### src/rtl/core/falr_pkg.sv
`default_nettype none

package falr_pkg;

  localparam int unsigned MAX_LABELS = 64;
  localparam int unsigned LabelW     = 32;
  localparam int unsigned CanonW     = 7;
  localparam int unsigned AddrW      = (MAX_LABELS > 1) ? $clog2(MAX_LABELS) : 1;
  localparam int unsigned CntW       = $clog2(MAX_LABELS + 1);

  typedef struct packed {
    logic start;
    logic scan;
    logic finish;
  } falr_cmd_t;

  typedef struct packed {
    logic done;
    logic out_free;
  } falr_status_t;

endpackage

`default_nettype wire

### src/rtl/core/falr_ctrl.sv
`default_nettype none

module falr_ctrl (
  input  logic                  clk_i,
  input  logic                  rst_ni,
  input  logic                  in_valid_i,
  output logic                  in_ready_o,
  input  falr_pkg::falr_status_t status_i,
  output falr_pkg::falr_cmd_t    cmd_o
);
  import falr_pkg::*;

  localparam logic StIdle = 1'b0;
  localparam logic StScan = 1'b1;

  logic state_q, state_d;

  assign in_ready_o = (state_q == StIdle);

  always_comb begin
    state_d      = state_q;
    cmd_o.start  = 1'b0;
    cmd_o.scan   = 1'b0;
    cmd_o.finish = 1'b0;
    unique case (state_q)
      StIdle: begin
        if (in_valid_i) begin
          cmd_o.start = 1'b1;
          state_d     = StScan;
        end
      end
      StScan: begin
        if (!status_i.done) begin
          cmd_o.scan = 1'b1;
        end else if (status_i.out_free) begin
          cmd_o.finish = 1'b1;
          state_d      = StIdle;
        end
      end
      default: state_d = StIdle;
    endcase
  end

  always_ff @(posedge clk_i or negedge rst_ni) begin
    if (!rst_ni) begin
      state_q <= StIdle;
    end else begin
      state_q <= state_d;
    end
  end

endmodule

`default_nettype wire

### src/rtl/core/falr_datapath.sv
`default_nettype none

module falr_datapath (
  input  logic                           clk_i,
  input  logic                           rst_ni,
  input  falr_pkg::falr_cmd_t            cmd_i,
  output falr_pkg::falr_status_t         status_o,
  input  logic [falr_pkg::LabelW-1:0]    raw_label_i,
  input  logic                           end_of_partition_i,
  output logic [falr_pkg::CanonW-1:0]    canonical_label_o,
  output logic                           first_seen_o,
  output logic                           table_overflow_o,
  output logic                           end_echo_o,
  output logic                           out_valid_o,
  input  logic                           out_ready_i
);
  import falr_pkg::*;

  logic [LabelW-1:0] mem_q [MAX_LABELS];

  logic [LabelW-1:0] label_q;
  logic              last_q;
  logic [CntW-1:0]   cnt_q;
  logic [CntW-1:0]   addr_q;
  logic [LabelW-1:0] rd_q;
  logic [AddrW-1:0]  rd_idx_q;
  logic              rd_vld_q;
  logic              out_valid_q;

  logic              match;
  logic              exhausted;
  logic              issue;
  logic              room;
  logic [CntW-1:0]   hit_num;
  logic [CntW-1:0]   new_num;

  assign match     = rd_vld_q && (rd_q == label_q);
  assign exhausted = (addr_q >= cnt_q) && !match;
  assign issue     = cmd_i.scan && (addr_q < cnt_q);
  assign room      = (cnt_q < CntW'(MAX_LABELS));
  assign hit_num   = CntW'(rd_idx_q) + CntW'(1);
  assign new_num   = cnt_q + CntW'(1);

  assign status_o.done     = match || exhausted;
  assign status_o.out_free = !out_valid_q || out_ready_i;
  assign out_valid_o       = out_valid_q;

  always_ff @(posedge clk_i) begin
    if (issue) begin
      rd_q     <= mem_q[addr_q[AddrW-1:0]];
      rd_idx_q <= addr_q[AddrW-1:0];
    end
    if (cmd_i.finish && !match && room) begin
      mem_q[cnt_q[AddrW-1:0]] <= label_q;
    end
  end

  always_ff @(posedge clk_i) begin
    if (cmd_i.start) begin
      label_q <= raw_label_i;
      last_q  <= end_of_partition_i;
    end
    if (cmd_i.finish) begin
      end_echo_o <= last_q;
      if (match) begin
        canonical_label_o <= CanonW'(hit_num);
        first_seen_o      <= 1'b0;
        table_overflow_o  <= 1'b0;
      end else if (room) begin
        canonical_label_o <= CanonW'(new_num);
        first_seen_o      <= 1'b1;
        table_overflow_o  <= 1'b0;
      end else begin
        canonical_label_o <= '0;
        first_seen_o      <= 1'b0;
        table_overflow_o  <= 1'b1;
      end
    end
  end

  always_ff @(posedge clk_i or negedge rst_ni) begin
    if (!rst_ni) begin
      cnt_q       <= '0;
      addr_q      <= '0;
      rd_vld_q    <= 1'b0;
      out_valid_q <= 1'b0;
    end else begin
      if (cmd_i.start) begin
        addr_q   <= '0;
        rd_vld_q <= 1'b0;
      end else if (cmd_i.scan) begin
        rd_vld_q <= issue;
        if (issue) begin
          addr_q <= addr_q + CntW'(1);
        end
      end

      if (cmd_i.finish) begin
        if (last_q) begin
          cnt_q <= '0;
        end else if (!match && room) begin
          cnt_q <= new_num;
        end
      end

      if (cmd_i.finish) begin
        out_valid_q <= 1'b1;
      end else if (out_ready_i) begin
        out_valid_q <= 1'b0;
      end
    end
  end

endmodule

`default_nettype wire

### src/rtl/core/first_appearance_label_renumber.sv
// A new request is taken only once the previous scan has ended and its result has been
//   loaded into the output register; N = labels stored so far (0..64).
// Scan is one entry per cycle over the N stored entries; a hit in entry k ends it early.
//   The result is loaded only once the output register is free (out_ready_i).
// A waiting result sits in the output register while the next request is taken.
// Reset (rst_ni low, asynchronous): table empty, numbering restarts at 1, no result pending.
`default_nettype none

module first_appearance_label_renumber (
  input  logic                        clk_i,
  input  logic                        rst_ni,
  input  logic                        in_valid_i,
  output logic                        in_ready_o,
  input  logic [falr_pkg::LabelW-1:0] raw_label_i,
  input  logic                        end_of_partition_i,
  output logic                        out_valid_o,
  input  logic                        out_ready_i,
  output logic [falr_pkg::CanonW-1:0] canonical_label_o,
  output logic                        first_seen_o,
  output logic                        table_overflow_o,
  output logic                        end_echo_o
);
  import falr_pkg::*;

  falr_cmd_t    cmd;
  falr_status_t status;

  falr_ctrl u_ctrl (
    .clk_i      (clk_i),
    .rst_ni     (rst_ni),
    .in_valid_i (in_valid_i),
    .in_ready_o (in_ready_o),
    .status_i   (status),
    .cmd_o      (cmd)
  );

  falr_datapath u_datapath (
    .clk_i              (clk_i),
    .rst_ni             (rst_ni),
    .cmd_i              (cmd),
    .status_o           (status),
    .raw_label_i        (raw_label_i),
    .end_of_partition_i (end_of_partition_i),
    .canonical_label_o  (canonical_label_o),
    .first_seen_o       (first_seen_o),
    .table_overflow_o   (table_overflow_o),
    .end_echo_o         (end_echo_o),
    .out_valid_o        (out_valid_o),
    .out_ready_i        (out_ready_i)
  );

  a_fresh_not_ovf: assert property (@(posedge clk_i) disable iff (!rst_ni)
    out_valid_o |-> !(first_seen_o && table_overflow_o))
    else $error("first_seen and table_overflow both set");

  a_ovf_zero: assert property (@(posedge clk_i) disable iff (!rst_ni)
    (out_valid_o && table_overflow_o) |-> (canonical_label_o == '0))
    else $error("overflow result carries a nonzero label");

  a_fresh_nonzero: assert property (@(posedge clk_i) disable iff (!rst_ni)
    (out_valid_o && first_seen_o) |-> (canonical_label_o != '0))
    else $error("new label got number zero");

  a_one_at_a_time: assert property (@(posedge clk_i) disable iff (!rst_ni)
    (in_valid_i && in_ready_o) |=> !in_ready_o)
    else $error("request taken while previous still in scan");

endmodule

`default_nettype wire

### config.mk
export PLATFORM = sky130hd
export DESIGN_NAME = first_appearance_label_renumber
export DESIGN_NICKNAME = d
export VERILOG_FILES = /design/src/rtl/core/falr_pkg.sv /design/src/rtl/core/falr_ctrl.sv /design/src/rtl/core/falr_datapath.sv /design/src/rtl/core/first_appearance_label_renumber.sv
export SDC_FILE = /design/constraint.sdc
export NUM_CORES = 2
export LEC_CHECK = 0
export ABC_AREA = 1
export ABC_CLOCK_PERIOD_IN_PS = 12050
export BUFFER_PORTS_ARGS = -buffer_cell sky130_fd_sc_hd__buf_2
export CORE_UTILIZATION = 45
export DETAILED_ROUTE_END_ITERATION = 10
export SYNTH_ARGS = -nofsm -noshare
export SYNTH_HDL_FRONTEND = slang
export SYNTH_SLANG_ARGS = --single-unit
### constraint.sdc
create_clock -name clk_i -period 12.05 [get_ports clk_i]
set_clock_uncertainty 0.15 [all_clocks]
set_input_delay 0.6025 -clock clk_i [delete_from_list [all_inputs] [get_ports clk_i]]
set_output_delay 0.6025 -clock clk_i [all_outputs]
set_load 0.02 [all_outputs]
==> results_dict.tcl <==
set metrics [dict create \
    status "finished clean" \
    cp_slowest_cell "buf_4" \
    crit_family "buffers and inverters" \
    path_buf_inv 5 \
    grt_pass1_vias 50500 \
    io_buffers 48 \
    crit_cells 11 \
    synth_cells 6252 \
    slowest_delay_ns 0.81 \
    drive_gt1_frac 0.08702 \
    p_leak_uw 0.02988 \
    yosysTopAreaCell "edfxtp_1" \
    synth_compound_area_frac 0.1188 \
    final-setup-viol-count 0 \
    vias_per_cell 6.050 \
    clkLatencyLatePin_ns 0.84 \
    drtIter0Drc 7536 \
    ctsHtreeMaxLevel 4 \
    hold_violations 0 \
    yosysTopAreaCellShare 0.7587 \
    synth_seq_area_share 0.7638 \
    start_util 0.4539 \
    crit_top_cell "buf_4" \
    cts_root_buf "clkbuf_16" \
    critical_path_arrival_ns 5.81 \
    synth_cell_types 42 \
    grt_overflow_total 0 \
    drv_slew 0 \
    slew_headroom 0.1490 \
    ys.flop_type "edfxtp_1" \
    cts_tree "built" \
    muxShareOfSynthArea 0 \
    worst-path-max-fanout 112 \
    drc 0 \
    post_drt_wl_per_cell_um 27.25 \
    coreArea_um2 185600 \
    fin_nets 6280 \
    path_cells "buf_4 > buf_4 > inv_8 > buf_4 > buf_4 > o21ai_0 > o22ai_1 > nand2_1 > nand3_1 > nand3_1 > nand2_1" \
    hpwl_um 126200 \
    synth.top_cells.by_count "2129 x edfxtp_1, 1143 x nor2_1, 1039 x o21ai_0, 321 x nand2_1, 308 x o22ai_1" \
    hp-class "input pin to async pin" \
    synth_xor_area_frac 0.001559 \
    die_w_um 434.7 \
    worstRegToRegCells 11 \
    yosys.cell_count.top_type "edfxtp_1" \
    pin_count 49 \
    fin_util 0.5065 \
    drv_cap 0 \
    wl_um 242000 \
    synth_fa_ha_area_frac 0.001633 \
    tightest_slew_ns 1.273 \
    die_h_um 434.7 \
    clk_pin_slew_ns 0.06 \
    netlist_top_cells_area "edfxtp_1 76%, o21ai_0 6.2%, nor2_1 5.1%" \
    synth_simple_gate_area_share 0.08821 \
    end_kind "flip-flop" \
    fmax_mhz 189.5 \
    ctsResizeCount 0 \
    crit_type "flip-flop to flip-flop" \
    synth_nets 6300 \
    synth-async-reset-ratio 0.007922 \
    antenna_found_initial 11 \
    max-clock-path-buffers 3 \
    synth_edf_count 2129 \
    period_needed_ns 5.277 \
    gp_congestion 0.8723 \
    grt_pass1_wl_um 349600 \
    fin_setup_tns_ns 0 \
    dieArea_um2 189000 \
    grt_setup_unrepaired "false" \
    p_per_area_nw_per_um2 198.2 \
    power.ir.vdd_worst_mv 0.1811 \
    numCtsBuffers 204 \
    num_vias 53740 \
    grt_util_all_layers 0.2504 \
    grt_start_max_net_pins 219 \
    ys.warnings.count 0 \
    setup.worst_path.start_class "flip-flop" \
    cts-hold-fix-buffers 34 \
    syn_area_per_cell_um2 13.48 \
    drtPass1Iterations 6 \
    yosys_register_bits 2146 \
    postRouteAntennaNets 0 \
    cts_sinks 2146 \
    fp-row-count 158 \
    mappedNetlistArea_um2 84260 \
    post_cts.repair.setup_buffers 0 \
    worstPathRequired_ns 12.58 \
    synth_top_family_by_area "compound AO/OA/AOI/OAI gates" \
    syn2layout_area_growth_pct 11.58 \
    fin_crit_sh 0.4379 \
]
==> worst paths after layout <==
path,slack [ns],start,end
worst min register to register,0.43,u_datapath.cnt_q[1],u_datapath.cnt_q[1]
max in group asynchronous,11.23,rst_ni,u_datapath.addr_q[1]
worst max register to register,6.77,u_datapath.addr_q[1],u_datapath.rd_q[8]
min in group clk_i,0.14,out_ready_i,u_datapath.out_valid_o
worst min-delay path,0.12,rst_ni,u_datapath.rd_vld_q
worst max-delay path,6.77,u_datapath.addr_q[1],u_datapath.rd_q[8]
==> state kept, by name (all words and copies together) (netlist names) <==
| name | flops |
|---|---|
| u_ctrl.state_q | 1 |
| u_datapath.addr_q | 7 |
| u_datapath.canonical_label_o | 7 |
| u_datapath.cnt_q | 7 |
| u_datapath.end_echo_o | 1 |
| u_datapath.first_seen_o | 1 |
| u_datapath.label_q | 32 |
| u_datapath.last_q | 1 |
| u_datapath.mem_q | 2048 |
| u_datapath.out_valid_o | 1 |
| u_datapath.rd_idx_q | 6 |
| u_datapath.rd_q | 32 |
| u_datapath.rd_vld_q | 1 |
| u_datapath.table_overflow_o | 1 |
==> per-stage QoR <==
stage	power [uW]	std cells	hold slack (ns)	setup WS (ns)	cell area, um2
finish	18630	8882	0.1207	6.773	94020
global route	19300	8881	0.09652	6.602	94010
global placement	12500	8472	0.4034	6.903	87330
CTS	18660	8881	0.04970	6.873	94010
detailed placement	12560	8472	0.4111	6.862	87330
floorplan	11330	6252	0.1569	6.983	84260
==> power by group <==
group          leakage (uW)  switching (uW)  total [uW]  internal, uW
combinational       0.00739            2650        3520           872
sequential           0.0194             186        8930          8740
clock               0.00311            2740        6180          3440
total                0.0299            5580       18600         13100
==> per-layer routing <==
layer / GRT usage / vias up / share of wire
li1: - / 23480 / -
met1: 0.3647 / 27050 / 0.42
met5: 0 / - / 0.00018
met4: 0.08230 / 8 / 0.032
met3: 0.04189 / 426 / 0.091
met2: 0.3830 / 2766 / 0.46
==> layout by cell type (no fill, tap or decap), types with 5 or more instances in the layout <==
cell type,Yosys,routed
a21oi_1,132,132
buf_2,120,48
buf_4,6,125
bufinv_16,0,11
clkbuf_1,298,48
clkbuf_16,0,212
clkinv_1,2,53
clkinv_2,0,40
dfrtp_1,17,12
dlygate4sd3_1,0,34
edfxtp_1,2129,2129
ha_1,11,11
inv_1,86,82
inv_6,0,5
nand2_1,321,321
nand3_1,304,304
nand4_1,7,7
nand4_4,8,8
nor2_1,1143,1078
nor2_4,1,66
o211ai_1,48,48
o21ai_0,1039,1039
o221ai_1,208,208
o22ai_1,308,308
xnor2_1,9,9
xor2_1,6,6
==> kinds of logic after synthesis <==
family / Yosys count
xor gates and xnor gates: 15
buffers and inverters: 531
AOI/OAI and AO/OA: 1739
and+or+nand+nor: 1810
DFF: 2146
adders and majority gates: 11
==> layout make-up <==
class,count,area (um2)
diodes,1,2.502
clock buffers,261,5499
clock inverters,114,845.8
fillers,15620,91610
inverters,94,392.9
multi-input cells,3575,18200
flip-flops and latches,2146,64370
well taps,2480,3103
repair buffers,211,1599
Note: power is estimated with default switching activity, not from simulation.
